**src/hw/rtl/shash_pkg.sv**
```systemverilog
// Shared types and constants for the SHA-256 stream hasher.
// Holds the round constants, the initial hash values and the core control structs.
// No dependencies.
package shash_pkg;

	localparam int BLOCK_BYTES = 64;
	localparam int WORD_BITS   = 32;
	localparam int NUM_WORDS   = 8;
	localparam int ROUNDS      = 64;

	localparam logic [7:0] PAD_BYTE = 8'h80;
	localparam logic [5:0] LEN_POS  = 6'd56;

	// Input item kinds carried on tuser.
	localparam logic CMD_ABSORB = 1'b0;
	localparam logic CMD_FINISH = 1'b1;

	localparam logic [31:0] K_TABLE [ROUNDS] = '{
		32'h428a2f98, 32'h71374491, 32'hb5c0fbcf, 32'he9b5dba5,
		32'h3956c25b, 32'h59f111f1, 32'h923f82a4, 32'hab1c5ed5,
		32'hd807aa98, 32'h12835b01, 32'h243185be, 32'h550c7dc3,
		32'h72be5d74, 32'h80deb1fe, 32'h9bdc06a7, 32'hc19bf174,
		32'he49b69c1, 32'hefbe4786, 32'h0fc19dc6, 32'h240ca1cc,
		32'h2de92c6f, 32'h4a7484aa, 32'h5cb0a9dc, 32'h76f988da,
		32'h983e5152, 32'ha831c66d, 32'hb00327c8, 32'hbf597fc7,
		32'hc6e00bf3, 32'hd5a79147, 32'h06ca6351, 32'h14292967,
		32'h27b70a85, 32'h2e1b2138, 32'h4d2c6dfc, 32'h53380d13,
		32'h650a7354, 32'h766a0abb, 32'h81c2c92e, 32'h92722c85,
		32'ha2bfe8a1, 32'ha81a664b, 32'hc24b8b70, 32'hc76c51a3,
		32'hd192e819, 32'hd6990624, 32'hf40e3585, 32'h106aa070,
		32'h19a4c116, 32'h1e376c08, 32'h2748774c, 32'h34b0bcb5,
		32'h391c0cb3, 32'h4ed8aa4a, 32'h5b9cca4f, 32'h682e6ff3,
		32'h748f82ee, 32'h78a5636f, 32'h84c87814, 32'h8cc70208,
		32'h90befffa, 32'ha4506ceb, 32'hbef9a3f7, 32'hc67178f2
	};

	localparam logic [NUM_WORDS-1:0][31:0] H_INIT = {
		32'h5be0cd19, 32'h1f83d9ab, 32'h9b05688c, 32'h510e527f,
		32'ha54ff53a, 32'h3c6ef372, 32'hbb67ae85, 32'h6a09e667
	};

	typedef struct packed {
		logic       push;
		logic [7:0] byte_val;
		logic       reinit;
	} core_ctrl_t;

	typedef struct packed {
		logic       busy;
		logic [5:0] fill;
	} core_stat_t;

	typedef enum logic [4:0] {
		S_IDLE = 5'b00001,
		S_PAD  = 5'b00010,
		S_LEN  = 5'b00100,
		S_WAIT = 5'b01000,
		S_OUT  = 5'b10000
	} seq_state_t;

endpackage

```
**src/hw/rtl/shash_core.sv**
```systemverilog
// SHA-256 compression core: byte-wide block window, message schedule and one round unit.
// The round unit runs once per cycle, one round at a time, then the chaining words are updated.
// Depends on shash_pkg.
module shash_core (
	input  logic                     clk,
	input  logic                     arst_n,
	input  shash_pkg::core_ctrl_t    ctrl,
	output shash_pkg::core_stat_t    stat,
	output logic [shash_pkg::NUM_WORDS-1:0][31:0] hash
);

	typedef enum logic [2:0] {
		C_IDLE  = 3'b001,
		C_ROUND = 3'b010,
		C_ADD   = 3'b100
	} core_state_t;

	core_state_t state_q;
	logic [511:0] blk_q;
	logic [5:0]   fill_q;
	logic [5:0]   rnd_q;
	logic [shash_pkg::NUM_WORDS-1:0][31:0] v_q;
	logic [shash_pkg::NUM_WORDS-1:0][31:0] h_q;

	logic [31:0] w0, w1, w9, w14, w_new, s0, s1;
	logic [31:0] big0, big1, choose, major, t1, t2;
	logic        start;

	function automatic logic [31:0] rotr(input logic [31:0] x, input int n);
		return (x >> n) | (x << (32 - n));
	endfunction

	// The window holds the sixteen schedule words, the oldest in the top bits.
	assign w0  = blk_q[511:480];
	assign w1  = blk_q[479:448];
	assign w9  = blk_q[223:192];
	assign w14 = blk_q[63:32];

	assign s0    = rotr(w1, 7) ^ rotr(w1, 18) ^ (w1 >> 3);
	assign s1    = rotr(w14, 17) ^ rotr(w14, 19) ^ (w14 >> 10);
	assign w_new = s1 + w9 + s0 + w0;

	assign big1   = rotr(v_q[4], 6) ^ rotr(v_q[4], 11) ^ rotr(v_q[4], 25);
	assign choose = (v_q[4] & v_q[5]) ^ (~v_q[4] & v_q[6]);
	assign t1     = v_q[7] + big1 + choose + shash_pkg::K_TABLE[rnd_q] + w0;
	assign big0   = rotr(v_q[0], 2) ^ rotr(v_q[0], 13) ^ rotr(v_q[0], 22);
	assign major  = (v_q[0] & v_q[1]) ^ (v_q[0] & v_q[2]) ^ (v_q[1] & v_q[2]);
	assign t2     = big0 + major;

	assign start = ctrl.push && (fill_q == 6'd63);

	always_ff @(posedge clk or negedge arst_n) begin
		if (!arst_n) begin
			state_q <= C_IDLE;
			fill_q  <= '0;
			rnd_q   <= '0;
			h_q     <= shash_pkg::H_INIT;
		end else begin
			unique case (state_q)
				C_IDLE: begin
					if (ctrl.push) begin
						fill_q <= fill_q + 6'd1;
					end
					if (start) begin
						rnd_q   <= '0;
						state_q <= C_ROUND;
					end
					if (ctrl.reinit) begin
						h_q <= shash_pkg::H_INIT;
					end
				end
				C_ROUND: begin
					rnd_q <= rnd_q + 6'd1;
					if (rnd_q == 6'd63) begin
						state_q <= C_ADD;
					end
				end
				C_ADD: begin
					for (int i = 0; i < shash_pkg::NUM_WORDS; i++) begin
						h_q[i] <= h_q[i] + v_q[i];
					end
					state_q <= C_IDLE;
				end
				default: begin
					state_q <= C_IDLE;
				end
			endcase
		end
	end

	always_ff @(posedge clk) begin
		if (state_q == C_IDLE && ctrl.push) begin
			blk_q <= {blk_q[503:0], ctrl.byte_val};
		end else if (state_q == C_ROUND) begin
			blk_q <= {blk_q[479:0], w_new};
		end
		if (start) begin
			v_q <= h_q;
		end else if (state_q == C_ROUND) begin
			v_q[7] <= v_q[6];
			v_q[6] <= v_q[5];
			v_q[5] <= v_q[4];
			v_q[4] <= v_q[3] + t1;
			v_q[3] <= v_q[2];
			v_q[2] <= v_q[1];
			v_q[1] <= v_q[0];
			v_q[0] <= t1 + t2;
		end
	end

	assign stat.busy = (state_q != C_IDLE);
	assign stat.fill = fill_q;
	assign hash      = h_q;

	a_start_round: assert property (@(posedge clk) disable iff (!arst_n)
		start && state_q == C_IDLE |=> state_q == C_ROUND && rnd_q == 6'd0)
		else $error("compression did not start at round zero");

	a_round_to_add: assert property (@(posedge clk) disable iff (!arst_n)
		state_q == C_ROUND && rnd_q == 6'd63 |=> state_q == C_ADD)
		else $error("round 63 not followed by the chaining update");

	a_add_done: assert property (@(posedge clk) disable iff (!arst_n)
		state_q == C_ADD |=> state_q == C_IDLE && fill_q == 6'd0)
		else $error("block finished with a nonzero fill count");

	a_no_push_busy: assert property (@(posedge clk) disable iff (!arst_n)
		state_q != C_IDLE |-> !ctrl.push && !ctrl.reinit)
		else $error("byte pushed or hash reset during compression");

endmodule

```
**src/hw/rtl/sha256_stream_hasher_unit.sv**
```systemverilog
// Input: a byte item is accepted while the core is idle; the 64th byte of a block starts a
// compression that holds s_tready low for the 64 rounds of the shared round unit plus the
// chaining update. Finish: padding bytes go in one per cycle while the core is idle,
// with one or two compressions, then the eight digest words leave one per cycle while
// m_tready is high. Reset (arst_n low) restores the initial hash values and clears the
// length and fill counts; the block buffer itself is not cleared.
module sha256_stream_hasher_unit (
	input  logic        clk,
	input  logic        arst_n,
	input  logic        s_tvalid,
	output logic        s_tready,
	input  logic [7:0]  s_tdata,   // [7:0] data_byte
	input  logic        s_tuser,   // [0] cmd
	output logic        m_tvalid,
	input  logic        m_tready,
	output logic [39:0] m_tdata,   // [31:0] digest_word, [34:32] word_index, [39:35] zero
	output logic        m_tlast
);

	shash_pkg::seq_state_t state_q;
	shash_pkg::core_ctrl_t ctrl;
	shash_pkg::core_stat_t stat;
	logic [shash_pkg::NUM_WORDS-1:0][31:0] hash;

	logic [63:0] len_q;
	logic [63:0] len_sh_q;
	logic [2:0]  cnt_q;
	logic [2:0]  widx_q;
	logic        in_acc;

	assign s_tready = (state_q == shash_pkg::S_IDLE) && !stat.busy;
	assign in_acc   = s_tvalid && s_tready;

	always_comb begin
		ctrl = '0;
		unique case (state_q)
			shash_pkg::S_IDLE: begin
				ctrl.push     = in_acc;
				ctrl.byte_val = (s_tuser == shash_pkg::CMD_FINISH) ? shash_pkg::PAD_BYTE : s_tdata;
			end
			shash_pkg::S_PAD: begin
				ctrl.push = !stat.busy && (stat.fill != shash_pkg::LEN_POS);
			end
			shash_pkg::S_LEN: begin
				ctrl.push     = !stat.busy;
				ctrl.byte_val = len_sh_q[63:56];
			end
			shash_pkg::S_OUT: begin
				ctrl.reinit = m_tready && (widx_q == 3'd7);
			end
			default: begin
				ctrl = '0;
			end
		endcase
	end

	always_ff @(posedge clk or negedge arst_n) begin
		if (!arst_n) begin
			state_q <= shash_pkg::S_IDLE;
			len_q   <= '0;
			cnt_q   <= '0;
			widx_q  <= '0;
		end else begin
			unique case (state_q)
				shash_pkg::S_IDLE: begin
					if (in_acc) begin
						if (s_tuser == shash_pkg::CMD_FINISH) begin
							len_q   <= '0;
							state_q <= shash_pkg::S_PAD;
						end else begin
							len_q <= len_q + 64'd8;
						end
					end
				end
				shash_pkg::S_PAD: begin
					if (!stat.busy && stat.fill == shash_pkg::LEN_POS) begin
						cnt_q   <= '0;
						state_q <= shash_pkg::S_LEN;
					end
				end
				shash_pkg::S_LEN: begin
					if (!stat.busy) begin
						cnt_q <= cnt_q + 3'd1;
						if (cnt_q == 3'd7) begin
							state_q <= shash_pkg::S_WAIT;
						end
					end
				end
				shash_pkg::S_WAIT: begin
					if (!stat.busy) begin
						widx_q  <= '0;
						state_q <= shash_pkg::S_OUT;
					end
				end
				shash_pkg::S_OUT: begin
					if (m_tready) begin
						widx_q <= widx_q + 3'd1;
						if (widx_q == 3'd7) begin
							state_q <= shash_pkg::S_IDLE;
						end
					end
				end
				default: begin
					state_q <= shash_pkg::S_IDLE;
				end
			endcase
		end
	end

	// The length snapshot shifts out most significant byte first.
	always_ff @(posedge clk) begin
		if (in_acc && s_tuser == shash_pkg::CMD_FINISH) begin
			len_sh_q <= len_q;
		end else if (state_q == shash_pkg::S_LEN && !stat.busy) begin
			len_sh_q <= {len_sh_q[55:0], 8'h00};
		end
	end

	shash_core u_core (
		.clk    (clk),
		.arst_n (arst_n),
		.ctrl   (ctrl),
		.stat   (stat),
		.hash   (hash)
	);

	assign m_tvalid = (state_q == shash_pkg::S_OUT);
	assign m_tdata  = {5'b00000, widx_q, hash[widx_q]};
	assign m_tlast  = (widx_q == 3'd7);

endmodule

```
**config.mk**
```make
export PLATFORM = sky130hd
export DESIGN_NAME = sha256_stream_hasher_unit
export DESIGN_NICKNAME = d
export VERILOG_FILES = /design/src/hw/rtl/shash_pkg.sv /design/src/hw/rtl/shash_core.sv /design/src/hw/rtl/sha256_stream_hasher_unit.sv
export SDC_FILE = /design/constraint.sdc
export NUM_CORES = 2
export LEC_CHECK = 0
export BUFFER_PORTS_ARGS = -buffer_cell sky130_fd_sc_hd__buf_4
export CAP_MARGIN = 10
export CORE_MARGIN = 2
export CORE_UTILIZATION = 35
export CTS_BUF_LIST = sky130_fd_sc_hd__clkbuf_8
export DETAILED_ROUTE_END_ITERATION = 7
export PLACE_DENSITY = 0.53
export SYNTH_ARGS = -nofsm -noshare
export SYNTH_HDL_FRONTEND = slang
export SYNTH_SLANG_ARGS = --single-unit
```
**constraint.sdc**
```tcl
create_clock -name clk -period 13.55 [get_ports clk]
set_clock_uncertainty 0.05 [all_clocks]
set_input_delay 2.71 -clock clk [delete_from_list [all_inputs] [get_ports clk]]
set_output_delay 2.71 -clock clk [all_outputs]
set_load 0.05 [all_outputs]
```
* After elaboration in Yosys (flattened, before gate mapping)
Memories as Yosys holds them, arrays and structs flattened. Index checks and enable logic that the tools add are counted.
Operators by class: $add $sub $neg 23, $mul 0, divide/modulo/power cells 0, $lt $le $gt $ge 2, eq/ne operators 26, shift operators 0, mux-type cells 37, bitwise gates (word level) 28, reductions and logical operators 25
Operator list (number):
- $mux 512 | 2
- $mux 256 | 3
- $add 32x32->32 | 18
- $pmux 256 s2 | 1
- $xor 32x32->32 | 9
- $mux 64 | 3
- $and 32x32->32 | 5
- $bmux 32 s3 | 1
- $mux 32 | 3
- $add 64x4->64 const B | 1
- $mux 5 | 8
- $not 32->32 | 1
- $or 10x32->32 | 1
- $or 13x32->32 | 1
- $or 14x32->32 | 1
- $or 15x32->32 | 1
- $or 19x32->32 | 1
- $or 21x32->32 | 1
- $or 25x32->32 | 1
- $or 26x32->32 | 1
- $or 30x32->32 | 1
- $or 7x32->32 | 1
- $xor 32x22->32 | 1
- $xor 32x29->32 | 1
- 33 further kinds | 74
Word-level totals: register bits after elaboration 1178, latch bits 0, memory bits (writable) 0, bits in read-only memories 2048, bits of input ports 13, output and inout port bits 43, word-level logic and storage cells 167, memories kept 1
Memories:
- (name not given) | words 64, width 32, read ports 1, clocked after memory_dff 0, write ports 0, line shash_core.sv:45 | assign t1 = v_q[7] + big1 + choose + shash_pkg::K_TABLE[rnd_q] + w0;

* Longest topological paths before layout
depth after elaboration 10, mapped depth 40

* Cells and area by module
From an unflattened synthesis, not the netlist that was laid out.
Second synthesis, totals: cells, all modules 8513, area, all modules 78185.0 um^2
By module, submodules not included:
- shash_core | instances 1, cells an instance 7709, area each 69771.9 um^2, seq. area each 30015.0 um^2
- sha256_stream_hasher_unit | instances 1, cells an instance 804, area each 8413.1 um^2, seq. area each 3634.7 um^2

* Least setup slack after synthesis
Ideal clock, no wire load.
path type input -> register, from input port s_tvalid, to register u_core.blk_q[0], enable pin, arrival 11.956 ns, data required time 9.836 ns, path slack -2.121 ns, cell stages on the path 6, buffers on the path 2, cells stage by stage nand2_1 nand2_1 o21ai_1 clkbuf_1 clkbuf_1 nand2_1
Between the ends: word-level cells in the longest chain between the ends 4
RTL lines:
- start, declared | line sha256_stream_hasher_unit.sv:10 | input logic s_tvalid,
- $logic_and 1x1->1 | line sha256_stream_hasher_unit.sv:32 | assign in_acc = s_tvalid && s_tready;
- $pmux 1 s3 | line sha256_stream_hasher_unit.sv:36 | unique case (state_q)
- $logic_and 1x1->1 | line shash_core.sv:92 | if (state_q == C_IDLE && ctrl.push) begin
- $reduce_bool 2->1 (no line)
- end signal, assigned | line shash_core.sv:93 | blk_q <= {blk_q[503:0], ctrl.byte_val};
- end signal, assigned | line shash_core.sv:95 | blk_q <= {blk_q[479:0], w_new};
- end, declared | line shash_core.sv:19 | logic [511:0] blk_q;
Every way passes these cells. A chain may end at the register's enable or synchronous reset.

* Final worst setup path
from register u_core.rnd_q[1], to register u_core.v_q[30] in the netlist's numbering (data pin)
Between the ends: word-level cells in the longest chain between the ends 9
RTL lines:
- start, declared | line shash_core.sv:21 | logic [5:0] rnd_q;
- start signal, assigned | line shash_core.sv:73 | rnd_q <= rnd_q + 6'd1;
- $not 6->7 (implied by the code) | line shash_core.sv:45
- $mem_v2 64x32
- $mux 32 (implied by the code) (2 in series) | line shash_core.sv:45
- $add 32x32->32 (2 in series) | line shash_core.sv:45
- $add 32x32->32 | line shash_core.sv:107 | v_q[0] <= t1 + t2;
- $mux 256 | line shash_core.sv:99 | end else if (state_q == C_ROUND) begin
- $mux 256 | line shash_core.sv:97 | if (start) begin
- end signal, assigned | line shash_core.sv:98 | v_q <= h_q;
- end, declared | line shash_core.sv:22 | logic [shash_pkg::NUM_WORDS-1:0][31:0] v_q;
Every way passes these cells. The select of a mux whose other input is x is not followed.

==> impl_metrics.ini <==
[run_status]
outcome = completed

[synthesis]
synth.top_cell.area_share_pct = 31.88
async_flop_share_pct = 29.27
ys_warn_count = 0
synthTopCellsByCount = nand2_1, edfxtp_1, a21oi_1, o21ai_0, clkbuf_1
syn_inst = 8471
synth_area_leader_cell = edfxtp_1
ys_types = 92
yosysMostFrequentCell = nand2_1
synth-main-ff-cell = edfxtp_1
synth.avg_cell_area_sq_um = 9.217
synth_edf_count = 829
postSynthRegisterBits = 1172
yosysSeqAreaShare_pct = 43.10
synth_area_sq_um = 78080
synthTopCellsByArea = edfxtp_1, nand2_1, dfrtp_1

[pwr]
peakVddDrop_v = 0.0005060
leakage_nw = 36.93
power_mw = 23.37
powerDensity_nw_per_um2 = 273.5

[worst_setup_path]
cp.buffers_inverters = 5
r2r_start = u_core.rnd_q[1]$_DFFE_PN0P_
crit_type = flip-flop to flip-flop
crit_path_frequent_cell = fa_1
reg2reg_slack_ps = 2280
max_stage_delay_ps = 960
r2r_end = u_core.v_q[30]$_DFFE_PP_
path_depth = 34
cp.arrival_ps = 11960
ff2ff_path_depth = 34
critPathTopFamily = compound AO/OA/AOI/OAI gates
start_kind = flip-flop
slowest_stage = ha_1
path_max_fanout = 17
critPathCaptureType = flip-flop
worstSetupEndpoint = u_core.v_q[30]$_DFFE_PP_
cp-startpoint = u_core.rnd_q[1]$_DFFE_PN0P_
required_ps = 14240

[floorplanning]
pin_count = 56
core_sq_um = 222100
initial_core_util_pct = 35.16
rows = 173
die_width_um = 476.3
dieArea_sq_um = 226900
die_h_um = 476.3

[placed_design]
port_buffers = 50
dp_hpwl_um = 180600
preCtsSetupSlack_ps = 2537
gp_congestion = 0.9107
placedInstanceArea_sq_um = 81140
dp_cells = 11105

[global_route]
grt_pass1_vias = 60392
grt_first_pass_wirelength_um = 378000
grt.total_usage_pct = 21.61
grt_antenna_before_repair = 5
grt_max_degree = 225
grt-ovfl-total = 0

[clock_tree]
clk_latency_ps = 1020
clockBufferDepth = 3
cts-resized-gates = 0
cts_sinks = 1172
cts_inserted_buffers = 215
cts_setup_buffers = 0
h-tree-depth = 4
hold_buffers = 0
clk_pin_slew_ps = 60
clk_root_buffer_cell = clkbuf_8
tritoncts = built

[timing]
hold_viol = 0
max_freq_mhz = 88.74
layout_setup_ws_ps = 2281
period_needed_ps = 11270
relSlewSlack_pct = 21.96
hold_ws_ps = 437.3
setup_viol = 0
tightest_slew_ps = 1141
drv_slew = 0
post-route-period-util_pct = 83.17
tns_ps = 0
rsz0062_at_grt = no

[cells_and_area]
drive_gt1_share_pct = 8.444
ff_latch_area_sq_um = 33660
area_delta_synth_final_pct = 9.468
final_cells = 11518
stdcell_area_sq_um = 85470
multiInputGateArea_sq_um = 41480
final_core_util_pct = 38.48
fillers = 22369
final_nets = 8955

[min_path]
hold_class = flip-flop to flip-flop

[route]
met3_wirelength_um = 13430
wl_per_cell_um = 21.78
dr.pass1.iters = 6
drcViolationCount = 0
route.met2.wl_um = 113800
ant_nets = 0
drtIter0Drc = 5404
num_vias = 61503
routed_wl_um = 250900
via_per_inst = 5.340
met1Wirelength_um = 112200
top_layer = met5

[flow_run]
cap_viol_max_count = 0
## report_power, final
part | internal (mW) | switching [mW] | leakage (nW)
registers | 5.58 | 0.771 | 11.5
logic | 5.39 | 8.23 | 22.9
clock network | 1.71 | 1.70 | 2.50
total | 12.7 | 10.7 | 36.9
## per-layer routing
layer,GRT usage [%],vias up
met5,0,-
met4,9.570,2
met3,2.772,454
met2,34.08,1815
met1,29.70,30346
li1,-,28886
## how the worst min path moves through the flow
stage / slack, ps / end / cells past startpoint / startpoint
final: 440 / u_core.fill_q[5]$_DFFE_PN0P_ / 1 / u_core.fill_q[5]$_DFFE_PN0P_
after global placement: 400 / u_core.fill_q[5]$_DFFE_PN0P_ / 1 / u_core.fill_q[5]$_DFFE_PN0P_
after CTS: 430 / len_sh_q[39]$_DFFE_PP_ / 2 / len_sh_q[31]$_DFFE_PP_
after global routing: 450 / u_core.fill_q[5]$_DFFE_PN0P_ / 1 / u_core.fill_q[5]$_DFFE_PN0P_
after floorplan: 380 / u_core.fill_q[5]$_DFFE_PN0P_ / 1 / u_core.fill_q[5]$_DFFE_PN0P_
after detailed placement: 420 / u_core.fill_q[5]$_DFFE_PN0P_ / 1 / u_core.fill_q[5]$_DFFE_PN0P_
## registers in the layout, indices dropped and copies added (netlist names), 5 cells and up
| signal | flops |
|---|---|
| len_q | 61 |
| len_sh_q | 61 |
| state_q | 5 |
| u_core.blk_q | 512 |
| u_core.fill_q | 6 |
| u_core.hash | 256 |
| u_core.rnd_q | 6 |
| u_core.v_q | 256 |
## final cells by class
type / count / share of cell area [%]
multi-input combinational: 6495 / 48.53
sequential: 1172 / 39.39
tap: 2975 / 4.355
clock buffer: 246 / 3.961
inverter: 336 / 1.484
timing repair buffer: 127 / 1.183
clock inverter: 163 / 1.089
antenna: 4 / 0.01171
## cells in the final DEF, fill, tap and decap left out, types with 46 or more instances in the layout
cell | synthesis | routed
a211oi_1 | 48 | 48
a21o_1 | 211 | 211
a21oi_1 | 496 | 496
a31oi_1 | 56 | 55
and3_1 | 53 | 53
buf_4 | 5 | 122
clkbuf_8 | 0 | 246
clkinv_1 | 3 | 46
dfrtp_1 | 205 | 201
dfstp_2 | 138 | 138
edfxtp_1 | 829 | 829
fa_1 | 195 | 195
ha_1 | 400 | 400
inv_1 | 333 | 412
mux4_2 | 81 | 81
nand2_1 | 2560 | 2556
nand2b_1 | 47 | 47
nand3_1 | 95 | 95
nor2_1 | 409 | 409
nor3_1 | 88 | 88
o21a_1 | 63 | 63
o21ai_0 | 453 | 453
o21bai_1 | 50 | 50
xnor2_1 | 379 | 379
xor2_1 | 238 | 238
## kinds of logic after synthesis
| logic type | share of synthesized area, % |
|---|---|
| AND/OR/NAND/NOR | 18.04 |
| AO/OA/AOI/OAI | 13.13 |
| flip-flops | 43.10 |
| buffers and inverters | 3.921 |
| XOR/XNOR | 6.921 |
| adder cells (fa/ha/maj) | 11.44 |
| multiplexers | 3.449 |
| other | 0.004803 |
(Power assumes the default switching activity.)
